==> src/esc_utf8_pkg.sv <==
// Shared types and constants for the escape-sequence to UTF-8 resolver.
// Depends on nothing; imported by the front end, queue, back end, top level and testbench.
package esc_utf8_pkg;

    // Error codes carried on the result channel's tuser.
    localparam logic [2:0] ERR_NONE      = 3'd0;
    localparam logic [2:0] ERR_BAD_LETTER = 3'd1;
    localparam logic [2:0] ERR_TRAIL_BSL  = 3'd2;
    localparam logic [2:0] ERR_HEX_COUNT  = 3'd3;
    localparam logic [2:0] ERR_CODEPOINT  = 3'd4;

    // Depth of the command queue between front and back end.
    localparam int QDEPTH = 2;

    // One command: the result items caused by one input transaction.
    // Up to four code point bytes, then optionally one tail item (a plain byte,
    // a simple escape or an error item).
    typedef struct packed {
        logic [3:0][7:0] cp_bytes;   // code point bytes, index 0 emitted first
        logic [2:0]      cp_n;       // number of code point bytes, 0 to 4
        logic            tail_vld;   // a tail item follows the code point bytes
        logic [7:0]      tail_byte;  // tail byte, zero for an error item
        logic [2:0]      tail_err;   // error code of the tail item
        logic            last;       // final item of the command closes the string
    } cmd_t;

endpackage

==> src/esc_utf8_front.sv <==
// Front end of the resolver: accepts input bytes, tracks the escape parser state
// and turns each byte that yields results into a command. Depends on esc_utf8_pkg.
module esc_utf8_front
    import esc_utf8_pkg::*;
(
    input  logic       aclk,
    input  logic       aresetn,
    input  logic       in_acc,
    input  logic [7:0] in_byte,
    input  logic       in_last,
    output logic       cmd_push,
    output cmd_t       cmd
);

    typedef enum logic [2:0] {
        MODE_NORMAL = 3'b001,
        MODE_ESC    = 3'b010,
        MODE_HEX    = 3'b100
    } mode_t;

    localparam logic [7:0] CH_BSLASH = 8'h5C;
    localparam logic [7:0] CH_LOW_U  = 8'h75;
    localparam logic [7:0] CH_UP_U   = 8'h55;

    mode_t       mode_reg, mode_next;
    logic [3:0]  cnt_reg, cnt_next;
    logic [31:0] acc_reg, acc_next;
    logic        drop_reg, drop_next;

    // Returns {is_digit, value}.
    function automatic logic [4:0] hex_digit(input logic [7:0] b);
        logic [4:0] r;
        r = 5'd0;
        if (b >= 8'h30 && b <= 8'h39) begin
            r = {1'b1, 4'(b - 8'h30)};
        end else if (b >= 8'h61 && b <= 8'h66) begin
            r = {1'b1, 4'(b - 8'h57)};
        end else if (b >= 8'h41 && b <= 8'h46) begin
            r = {1'b1, 4'(b - 8'h37)};
        end
        return r;
    endfunction

    // Returns {is_simple_escape, byte}.
    function automatic logic [8:0] simple_esc(input logic [7:0] b);
        logic [8:0] r;
        case (b)
            8'h5C:   r = {1'b1, 8'h5C};
            8'h27:   r = {1'b1, 8'h27};
            8'h22:   r = {1'b1, 8'h22};
            8'h61:   r = {1'b1, 8'h07};
            8'h62:   r = {1'b1, 8'h08};
            8'h66:   r = {1'b1, 8'h0C};
            8'h6E:   r = {1'b1, 8'h0A};
            8'h72:   r = {1'b1, 8'h0D};
            8'h74:   r = {1'b1, 8'h09};
            8'h76:   r = {1'b1, 8'h0B};
            8'h30:   r = {1'b1, 8'h00};
            default: r = 9'd0;
        endcase
        return r;
    endfunction

    logic [4:0]  hd;
    logic        is_hex;
    logic [31:0] acc_new;
    logic [3:0]  cnt_new;
    logic [31:0] fin_acc;
    logic [3:0]  fin_cnt;
    logic [2:0]  fin_err;
    logic [3:0][7:0] enc_bytes;
    logic [2:0]  enc_n;
    logic [8:0]  se;

    assign hd      = hex_digit(in_byte);
    assign is_hex  = hd[4];
    assign acc_new = {acc_reg[27:0], hd[3:0]};
    assign cnt_new = cnt_reg + 4'd1;
    assign se      = simple_esc(in_byte);

    // The run is finished either with the new digit joined (last byte is a digit)
    // or as it stood (a non-digit ends it).
    assign fin_acc = is_hex ? acc_new : acc_reg;
    assign fin_cnt = is_hex ? cnt_new : cnt_reg;

    always_comb begin
        fin_err   = ERR_NONE;
        enc_bytes = '0;
        enc_n     = 3'd0;
        if (fin_cnt != 4'd4 && fin_cnt != 4'd8) begin
            fin_err = ERR_HEX_COUNT;
        end else if (fin_acc > 32'h0010_FFFF ||
                     (fin_acc >= 32'h0000_D800 && fin_acc <= 32'h0000_DFFF)) begin
            fin_err = ERR_CODEPOINT;
        end else if (fin_acc <= 32'h0000_007F) begin
            enc_bytes[0] = fin_acc[7:0];
            enc_n        = 3'd1;
        end else if (fin_acc <= 32'h0000_07FF) begin
            enc_bytes[0] = {3'b110, fin_acc[10:6]};
            enc_bytes[1] = {2'b10, fin_acc[5:0]};
            enc_n        = 3'd2;
        end else if (fin_acc <= 32'h0000_FFFF) begin
            enc_bytes[0] = {4'b1110, fin_acc[15:12]};
            enc_bytes[1] = {2'b10, fin_acc[11:6]};
            enc_bytes[2] = {2'b10, fin_acc[5:0]};
            enc_n        = 3'd3;
        end else begin
            enc_bytes[0] = {5'b11110, fin_acc[20:18]};
            enc_bytes[1] = {2'b10, fin_acc[17:12]};
            enc_bytes[2] = {2'b10, fin_acc[11:6]};
            enc_bytes[3] = {2'b10, fin_acc[5:0]};
            enc_n        = 3'd4;
        end
    end

    logic [2:0] err;
    logic       run_text;
    logic       as_esc;
    logic       do_fin;

    always_comb begin
        mode_next = mode_reg;
        cnt_next  = cnt_reg;
        acc_next  = acc_reg;
        drop_next = drop_reg;
        cmd       = '0;
        cmd_push  = 1'b0;
        err       = ERR_NONE;
        run_text  = 1'b0;
        as_esc    = (mode_reg == MODE_ESC);
        do_fin    = 1'b0;
        if (in_acc) begin
            if (drop_reg) begin
                if (in_last) begin
                    drop_next = 1'b0;
                end
            end else begin
                run_text = 1'b1;
                if (mode_reg == MODE_HEX) begin
                    if (is_hex) begin
                        run_text = 1'b0;
                        if (cnt_reg == 4'd8) begin
                            err = ERR_HEX_COUNT;
                        end else if (in_last) begin
                            do_fin = 1'b1;
                        end else begin
                            acc_next = acc_new;
                            cnt_next = cnt_new;
                        end
                    end else begin
                        do_fin = 1'b1;
                        as_esc = 1'b0;
                    end
                end
                if (do_fin) begin
                    if (fin_err != ERR_NONE) begin
                        err      = fin_err;
                        run_text = 1'b0;
                    end else begin
                        cmd.cp_bytes = enc_bytes;
                        cmd.cp_n     = enc_n;
                        mode_next    = MODE_NORMAL;
                        cnt_next     = 4'd0;
                        acc_next     = 32'd0;
                    end
                end
                if (run_text) begin
                    if (as_esc) begin
                        if (in_byte == CH_LOW_U || in_byte == CH_UP_U) begin
                            mode_next = MODE_HEX;
                            cnt_next  = 4'd0;
                            acc_next  = 32'd0;
                            if (in_last) begin
                                err = ERR_HEX_COUNT;
                            end
                        end else if (se[8]) begin
                            cmd.tail_vld  = 1'b1;
                            cmd.tail_byte = se[7:0];
                            mode_next     = MODE_NORMAL;
                        end else begin
                            err = ERR_BAD_LETTER;
                        end
                    end else if (in_byte == CH_BSLASH) begin
                        mode_next = MODE_ESC;
                        if (in_last) begin
                            err = ERR_TRAIL_BSL;
                        end
                    end else begin
                        cmd.tail_vld  = 1'b1;
                        cmd.tail_byte = in_byte;
                    end
                end
                if (err != ERR_NONE) begin
                    // Error item closes the string; earlier code point bytes stay.
                    cmd.tail_vld  = 1'b1;
                    cmd.tail_byte = 8'd0;
                    cmd.tail_err  = err;
                    cmd.last      = 1'b1;
                    drop_next     = !in_last;
                end else begin
                    cmd.last = in_last;
                end
                if (err != ERR_NONE || in_last) begin
                    mode_next = MODE_NORMAL;
                    cnt_next  = 4'd0;
                    acc_next  = 32'd0;
                end
                cmd_push = (cmd.cp_n != 3'd0) || cmd.tail_vld;
            end
        end
    end

    always_ff @(posedge aclk) begin
        if (!aresetn) begin
            mode_reg <= MODE_NORMAL;
            cnt_reg  <= 4'd0;
            acc_reg  <= 32'd0;
            drop_reg <= 1'b0;
        end else begin
            mode_reg <= mode_next;
            cnt_reg  <= cnt_next;
            acc_reg  <= acc_next;
            drop_reg <= drop_next;
        end
    end

endmodule

==> src/esc_utf8_queue.sv <==
// Short command queue that decouples the resolver's front end from its back end.
// Depends on esc_utf8_pkg for the command type and the queue depth.
module esc_utf8_queue
    import esc_utf8_pkg::*;
(
    input  logic aclk,
    input  logic aresetn,
    input  logic push,
    input  cmd_t push_cmd,
    input  logic pop,
    output cmd_t head_cmd,
    output logic empty,
    output logic full
);

    localparam int PW = (QDEPTH > 1) ? $clog2(QDEPTH) : 1;
    localparam int CW = $clog2(QDEPTH + 1);

    cmd_t          entry_reg [QDEPTH];
    logic [PW-1:0] wr_ptr_reg, wr_ptr_next;
    logic [PW-1:0] rd_ptr_reg, rd_ptr_next;
    logic [CW-1:0] count_reg, count_next;

    logic do_push, do_pop;

    assign empty    = (count_reg == CW'(0));
    assign full     = (count_reg == CW'(QDEPTH));
    assign do_push  = push && !full;
    assign do_pop   = pop && !empty;
    assign head_cmd = entry_reg[rd_ptr_reg];

    always_comb begin
        wr_ptr_next = wr_ptr_reg;
        rd_ptr_next = rd_ptr_reg;
        count_next  = count_reg;
        if (do_push) begin
            wr_ptr_next = (wr_ptr_reg == PW'(QDEPTH - 1)) ? PW'(0) : wr_ptr_reg + PW'(1);
        end
        if (do_pop) begin
            rd_ptr_next = (rd_ptr_reg == PW'(QDEPTH - 1)) ? PW'(0) : rd_ptr_reg + PW'(1);
        end
        if (do_push && !do_pop) begin
            count_next = count_reg + CW'(1);
        end else if (do_pop && !do_push) begin
            count_next = count_reg - CW'(1);
        end
    end

    always_ff @(posedge aclk) begin
        if (!aresetn) begin
            wr_ptr_reg <= '0;
            rd_ptr_reg <= '0;
            count_reg  <= '0;
        end else begin
            wr_ptr_reg <= wr_ptr_next;
            rd_ptr_reg <= rd_ptr_next;
            count_reg  <= count_next;
        end
    end

    always_ff @(posedge aclk) begin
        if (do_push) begin
            entry_reg[wr_ptr_reg] <= push_cmd;
        end
    end

endmodule

==> src/esc_utf8_back.sv <==
// Back end of the resolver: holds one command and issues its result items one per cycle while out_rdy is high.
// Depends on esc_utf8_pkg for the command type.
module esc_utf8_back
    import esc_utf8_pkg::*;
(
    input  logic       aclk,
    input  logic       aresetn,
    input  cmd_t       head_cmd,
    input  logic       q_empty,
    output logic       q_pop,
    output logic       out_vld,
    input  logic       out_rdy,
    output logic [7:0] out_byte,
    output logic       out_end,
    output logic [2:0] out_err
);

    cmd_t       cur_reg, cur_next;
    logic       vld_reg, vld_next;
    logic [2:0] idx_reg, idx_next;

    logic [2:0] n_items;
    logic       at_final;
    logic       in_cp;
    logic       done;

    assign n_items  = cur_reg.cp_n + {2'b00, cur_reg.tail_vld};
    assign at_final = (idx_reg == n_items - 3'd1);
    assign in_cp    = (idx_reg < cur_reg.cp_n);
    assign done     = vld_reg && out_rdy && at_final;

    assign out_vld  = vld_reg;
    assign out_byte = in_cp ? cur_reg.cp_bytes[idx_reg[1:0]] : cur_reg.tail_byte;
    assign out_err  = in_cp ? ERR_NONE : cur_reg.tail_err;
    assign out_end  = cur_reg.last && at_final;

    assign q_pop = (!vld_reg || done) && !q_empty;

    always_comb begin
        cur_next = cur_reg;
        vld_next = vld_reg;
        idx_next = idx_reg;
        if (!vld_reg || done) begin
            vld_next = !q_empty;
            cur_next = head_cmd;
            idx_next = 3'd0;
        end else if (out_rdy) begin
            idx_next = idx_reg + 3'd1;
        end
    end

    always_ff @(posedge aclk) begin
        if (!aresetn) begin
            vld_reg <= 1'b0;
            idx_reg <= 3'd0;
        end else begin
            vld_reg <= vld_next;
            idx_reg <= idx_next;
        end
    end

    always_ff @(posedge aclk) begin
        cur_reg <= cur_next;
    end

endmodule

==> src/escape_sequence_to_utf8_resolver.sv <==
// Top level of the escape-sequence to UTF-8 resolver.
// Depends on esc_utf8_pkg, esc_utf8_front, esc_utf8_queue and esc_utf8_back.
//
//   Channel | Direction | tdata          | tlast    | tuser
//   --------+-----------+----------------+----------+-----------------
//   s_      | input     | [7:0] in_byte  | in_last  | -
//   m_      | output    | [7:0] out_byte | out_end  | [2:0] err_code
//
// Each input transaction is parsed in the cycle it is accepted and may leave a
// command in a two-entry queue; the back end then issues its result items at one
// per cycle while m_tready is high: one for a byte, one to four for a code point,
// plus one more when the byte that ends its hex run yields a result of its own.
// A command is registered in the queue, then in the back end. A byte that yields
// several results holds the queue, and s_tready falls only when the queue is full.
// Reset (aresetn low, synchronous) clears the parser state, the queue and the back
// end; payload registers are not reset. Either side may stall at any time without
// loss or repetition.
module escape_sequence_to_utf8_resolver
    import esc_utf8_pkg::*;
(
    input  logic       aclk,
    input  logic       aresetn,
    // Input channel: one byte of the string literal body per transaction.
    input  logic       s_tvalid,
    output logic       s_tready,
    input  logic [7:0] s_tdata,   // [7:0] in_byte
    input  logic       s_tlast,   // in_last: final byte of the literal
    // Result channel: one resolved UTF-8 byte or one error item per transaction.
    output logic       m_tvalid,
    input  logic       m_tready,
    output logic [7:0] m_tdata,   // [7:0] out_byte, zero in an error item
    output logic       m_tlast,   // out_end: last result of the string
    output logic [2:0] m_tuser    // [2:0] err_code
);

    logic in_acc;
    logic cmd_push;
    cmd_t cmd;
    cmd_t head_cmd;
    logic q_pop, q_empty, q_full;

    // The front end parses every accepted byte combinationally, so it is ready
    // whenever the queue has room for the command it may produce.
    assign s_tready = !q_full;
    assign in_acc   = s_tvalid && s_tready;

    esc_utf8_front u_front (
        .aclk     (aclk),
        .aresetn  (aresetn),
        .in_acc   (in_acc),
        .in_byte  (s_tdata),
        .in_last  (s_tlast),
        .cmd_push (cmd_push),
        .cmd      (cmd)
    );

    esc_utf8_queue u_queue (
        .aclk     (aclk),
        .aresetn  (aresetn),
        .push     (cmd_push),
        .push_cmd (cmd),
        .pop      (q_pop),
        .head_cmd (head_cmd),
        .empty    (q_empty),
        .full     (q_full)
    );

    // The back end serialises each command into result transactions.
    esc_utf8_back u_back (
        .aclk     (aclk),
        .aresetn  (aresetn),
        .head_cmd (head_cmd),
        .q_empty  (q_empty),
        .q_pop    (q_pop),
        .out_vld  (m_tvalid),
        .out_rdy  (m_tready),
        .out_byte (m_tdata),
        .out_end  (m_tlast),
        .out_err  (m_tuser)
    );

endmodule

==> config.mk <==
export PLATFORM = sky130hd
export DESIGN_NAME = escape_sequence_to_utf8_resolver
export DESIGN_NICKNAME = d
export VERILOG_FILES = /design/src/esc_utf8_pkg.sv /design/src/esc_utf8_front.sv /design/src/esc_utf8_queue.sv /design/src/esc_utf8_back.sv /design/src/escape_sequence_to_utf8_resolver.sv
export SDC_FILE = /design/constraint.sdc
export NUM_CORES = 1
export LEC_CHECK = 0
export BUFFER_PORTS_ARGS = -buffer_cell sky130_fd_sc_hd__buf_2
export CORE_MARGIN = 1.5
export CORE_UTILIZATION = 63
export CTS_CLUSTER_SIZE = 8
export DETAILED_ROUTE_END_ITERATION = 8
export PLACE_DENSITY = 0.91
export SLEW_MARGIN = 10
export SYNTH_ARGS = -nofsm -noshare
export SYNTH_HDL_FRONTEND = slang
export SYNTH_HIERARCHICAL = 1
export SYNTH_SLANG_ARGS = --single-unit
==> constraint.sdc <==
create_clock -name aclk -period 7 [get_ports aclk]
set_input_delay 2.1 -clock aclk [delete_from_list [all_inputs] [get_ports aclk]]
set_output_delay 2.1 -clock aclk [all_outputs]
set_load 0.01 [all_outputs]
# == Yosys cells after proc, flatten, opt, wreduce, memory -nomap -nowiden ==
# Memory sizes are Yosys's and may differ from the RTL's. A register that Yosys moved wholly into a read port is not among the register bits.
# Index checks and enable logic that the tools add are counted.
# W data, S select, Z words.
# word_totals
mem_count,1
word_cells,198
in_bits,13
regBits,48
romBits,0
out_inout_bits,14
latch_bits,0
ramBits,96
# mem_list
memory,depth,word_bits,read_ports,rd_ports_with_merged_regs,wr,line,text
u_queue.entry_reg,2,48,1,1,1,esc_utf8_queue.sv:19,cmd_t entry_reg [QDEPTH];
# op_classes
n_mux,109
shift,0
n_lt_le_gt_ge,14
bitwise_logic,2
add_sub_neg,11
n_mul,0
n_eq_ne,20
div_mod_pow,0
n_reduce_logical,32
# op_table
op,n
$mux W32,13
$mux W35,4
$pmux W9 S11,1
$mux W48,2
$mux W3,29
$eq A8 B7 Y1 const B,10
$le A32 B16 Y1 const B,2
$mux W9,5
$mux W4,11
$mux W12,3
$ge A32 B16 Y1 const B,1
$gt A32 B21 Y1 const B,1
$le A32 B11 Y1 const B,1
$le A32 B7 Y1 const B,1
$mux W16,2
$mux W8,4
$mux W1,26
$eq A8 B6 Y1 const B,3
$mux W24,1
$mux W22,1
$bmux W8 S2,1
$ge A8 B7 Y1 const B,2
$le A8 B7 Y1 const B,2
$mux W5,3
30 further kinds,59

# == Depth between registers and ports, before layout ==
# depth
ltp_word,32
mapped_depth,16
ltp_nobuf,15

# == Hierarchy ==
# Netlist, hierarchy kept.
# by_module_without_submodules
mod,area_per_inst_um2,seq_area_each_um2,cells_each,n_inst
esc_utf8_queue,3697.3,2982.9,174,1
esc_utf8_front,3274.4,800.8,425,1
esc_utf8_back,2088.3,1521.5,105,1
escape_sequence_to_utf8_resolver,10.0,0.0,2,1

# == Worst setup path before layout ==
# OpenSTA, ideal clock, no wires.
# synth_path
path_type,input to register
from,input s_tdata[0]
to,"memory u_queue/entry_reg[0][0] (netlist name), enable pin"
required_ps,6554
setup_ps,446
cell_stages,11
path_slack_ps,588
n_path_buf,1
arrival_time_ps,5966
path_cell_list,inv_1 > ha_1 > inv_1 > o311a_1 > buf_6 > nor2_4 > a31oi_1 > o311a_1 > a21oi_1 > inv_1 > nor3_2
# synth_via
elab_chain_len,30
elab_cells_between_ends,98
cone_classes,add/sub: 3; order compare: 12; eq/ne: 15; mux: 56; reduce/logical: 12
# synth_lines
item,line,text
"start, declared",escape_sequence_to_utf8_resolver.sv:26,"input logic [7:0] s_tdata,"
$ge A8 B7 Y1 or $le A8 B7 Y1 (tied branches),esc_utf8_front.sv:38,end else if (b >= 8'h41 && b <= 8'h46) begin
$logic_and A1 B1 Y1,esc_utf8_front.sv:38,
$mux W5,esc_utf8_front.sv:38,
$mux W5,esc_utf8_front.sv:36,end else if (b >= 8'h61 && b <= 8'h66) begin
$mux W5,esc_utf8_front.sv:34,if (b >= 8'h30 && b <= 8'h39) begin
$mux W32,esc_utf8_front.sv:83,assign fin_acc = is_hex ? acc_new : acc_reg;
$ge A32 B16 Y1 or $le A32 B16 Y1 (tied branches),esc_utf8_front.sv:93,(fin_acc >= 32'h0000_D800 && fin_acc <= 32'h0000_DFFF)) begin
$logic_and A1 B1 Y1,esc_utf8_front.sv:93,
[15 not listed],--,
$mux W12,esc_utf8_front.sv:132,if (in_acc) begin
$logic_or A1 B1 Y1 *,esc_utf8_front.sv:208,cmd_push = (cmd.cp_n != 3'd0) || cmd.tail_vld;
$mux W1 *,esc_utf8_front.sv:133,if (drop_reg) begin
$mux W1 *,esc_utf8_front.sv:132,
named net cmd_push,escape_sequence_to_utf8_resolver.sv:37,logic cmd_push;
$logic_and A1 B1 Y1 *,esc_utf8_queue.sv:28,assign do_push = push && !full;
$mux W1 *,esc_utf8_queue.sv:62,if (do_push) begin
$mux W1 (implied by the code) *,esc_utf8_queue.sv:63,entry_reg[wr_ptr_reg] <= push_cmd;
"end, declared",esc_utf8_queue.sv:19,
# The timed path passes the listed nets; every way through them passes the cells marked *. The select of a mux whose other input is x is not followed.

# == Worst setup path after layout ==
# layout_path
from,input s_tdata[0]
to,"memory u_queue/entry_reg[0][38] (netlist name), enable pin"
# The elaborated chain is that of the path after synthesis.

==> results.txt <==
H-tree depth - 4
maxcap violations - 0
Clock Sinks - 193
worst reg-to-reg path cell count - 10
Final Max Tran Viols - 0
Crit Path Category - primary input to register
Die H - 123 µm
share of cells above drive strength 1 - 0.209
crit path launch type - primary input
Vias - 6005
register area - 5310 µm²
WL final - 20000 µm
commonest non-fill, non-tap cell in the layout - edfxtp_1
delay of the slowest critical-path stage - 0.63 ns
setup TNS - 0 ns
Worst Setup End Kind - register
Ports - 27
drc violations - 0
reg2reg end - u_queue/entry_reg[0][38]
Main synth FF type - edfxtp_1
area grow syn2layout - 8.83%
Setup Skew - 0.0115 ns
RSZ-0062 raised after global routing - no
setup bufs post-CTS - 0
Antenna Nets Post-Route - 0
final cell count without fillers - 912
largest area contributor in the netlist - edfxtp_1
cell breakdown of the critical path - buf_2, inv_1, ha_1, inv_1, o311ai_2, nand2_1, a41oi_1, nand2_1, o311a_1, a21oi_1, inv_1, nor3_4, buf_4
synthesized area per cell - 12.8 µm²
area of the multi-input gates - 3470 µm²
register bit total from synthesis - 193
clock buffer depth - 2
fmax - 175 MHz
Final Hold Viols - 0
minimum clock period - 5.72 ns
most frequent cells in the layout - edfxtp_1 (144), mux2_2 (56), nand2_1 (51)
worst r2r src - u_front/acc_reg[12]
max FFs per register - 96
fillers - 900
post-synthesis cell type count - 86
Final WS setup - 1.28 ns
wire per inst - 21.9 µm
initial antenna violation count - 0
antenna cells - 0
num rows - 43
largest net degree at the start of global routing - 51
Synth async-reset ratio - 0
Final Cycle Share - 0.817
CP arrival - 5.78 ns
cell area after synthesis - 9070 µm²
Reg clk slew, reported paths - 0.07 ns
worst hold path cell count - 1
post-DP HPWL - 13200 µm
Max VDD drop - 0.185 mV
cell mode on critical path - inv_1
pwr/cell area - 349 nW/µm²
worst slew pin tran - 1.19 ns
Buf/Inv on CP - 5
Synth area leaders - edfxtp_1 (48%), dfxtp_1 (11%), mux2_2 (7.0%), a22o_1 (3.3%), nand2_1 (2.1%)
IO Port Bufs - 26
CP max stage cell - o311ai_2
All-Layer GR Usage - 0.271
Gate Count Post-Synth - 706
drt pass-1 iters - 7
clock root buffer - clkbuf_16
First DRT Iteration DRCs - 844
vias in the first global route - 5558
YS warnings - 6
Core Region - 14000 µm²
Req. time, crit path - 7.06 ns
Hold WS - 0.503 ns
number of instances in the placed design - 880
hold_buf cts - 0
min-delay src - u_front/acc_reg[25]
grt ovf - 0
die footprint - 15100 µm²
final setup vio count - 0
final net count - 744
worst skew pair latency - 0.43 ns
CTS tree - yes
CTS buffer count - 17
Leak Pwr - 0.00361 µW
slew margin rel. - 0.207
Largest delay share family, worst path - compound AO/OA/AOI/OAI gates
post-synthesis sequential area ratio - 0.585
vias per cell - 6.58
area fraction of the dominant cell type after synthesis - 0.477
Post-CTS Resized - 0
status - completed
worst reg2reg setup slack - 3.40 ns
Post-synth EDFFs - 144
global-route wire length before repair - 30200 µm
Hold EP - u_front/acc_reg[29]
Die X - 123 µm
Max Fanout on Critical Path - 49
initial core utilization - 0.648
pre-CTS setup slack - 0.915 ns
Worst Hold Class - register to register
GP Congestion - 0.953
[per-layer routing]
layer,vias to the layer above,global-route usage,routed length (µm)
li1,2725,-,-
met1,2937,0.372,8360
met2,305,0.435,9680
met3,38,0.0540,1530
met4,0,0.0898,435
met5,-,0,0
[through the flow]
stage           util  instance area [µm²]  total power [µW]
2_1_floorplan      -                 9080              2210
3_3_place_gp   0.661                 9250              2360
3_5_place_dp   0.661                 9250              2420
4_1_cts        0.706                 9870              3460
5_1_grt        0.706                 9870              3590
6_report       0.706                 9870              3440
[synthesized netlist by cell type, types with 3 or more instances]
cell      number
nand3_1       13
o211ai_1       6
a21oi_1       27
a31oi_1        9
a22o_1        34
nor3_1        16
mux2_2        56
mux4_2         8
xor2_1         3
nor2_1        42
and2_1         6
edfxtp_1     144
clkbuf_1      11
mux2i_1       16
o31ai_1        3
and3_1         6
a31o_2         3
ha_1          12
a221oi_1       3
or3_1          8
buf_6          5
buf_2         12
o21ai_0       16
or2_2          4
xnor2_1        8
nand2_1       51
nand2b_1       6
o22ai_1        5
nor2b_1       10
a211oi_1       8
dfxtp_1       49
o21a_1         4
a21boi_0       4
inv_1         19
nor4_1         6
buf_4          9
nor3_2         4
[how the worst max path moves through the flow]
stage	cells past startpoint	to	from	slack, ns
after floorplan	11	u_queue/entry_reg[0][0]	s_tdata[0]	0.59
after global routing	13	u_queue/entry_reg[0][32]	s_tdata[0]	1.06
after detailed placement	13	u_queue/entry_reg[0][30]	s_tdata[0]	0.91
after CTS	13	u_queue/entry_reg[0][14]	s_tdata[0]	1.37
final	13	u_queue/entry_reg[0][38]	s_tdata[0]	1.28
after global placement	13	u_queue/entry_reg[0][46]	s_tdata[0]	1.09
[cell families (layout without fill, tap and decap cells)]
logic type / after synthesis / after routing / share of synthesized area
buffers and inverters: 58 / 82 / 0.0346
adder cells (fa/ha/maj): 12 / 12 / 0.0166
AND/OR/NAND/NOR: 197 / 197 / 0.117
flip-flops: 193 / 193 / 0.585
XOR/XNOR: 12 / 12 / 0.0132
other: 1 / 3 / 0.000413
AO/OA/AOI/OAI: 150 / 150 / 0.122
multiplexers: 83 / 83 / 0.111
[area by class of cell]
cell class / instances / area share
Clock buffer: 20 / 0.0463
Clock inverter: 12 / 0.0171
Inverter: 20 / 0.00761
Multi-Input combinational cell: 457 / 0.351
Sequential cell: 193 / 0.538
Tap cell: 180 / 0.0228
Timing Repair Buffer: 30 / 0.0175
[power breakdown]
| group | internal (µW) | switching [µW] |
|---|---|---|
| logic | 330 | 400 |
| clock network | 590 | 417 |
| registers | 1570 | 137 |
[worst register-to-register path: cells and delay by family (launching register included)]
kind                   cells  cell delay, ns
buffers and inverters      2            0.67
DFF                        1            0.36
AOI/OAI and AO/OA          3            0.94
and+or+nand+nor            5            1.23
No activity file was read; power rests on OpenSTA's default activity.
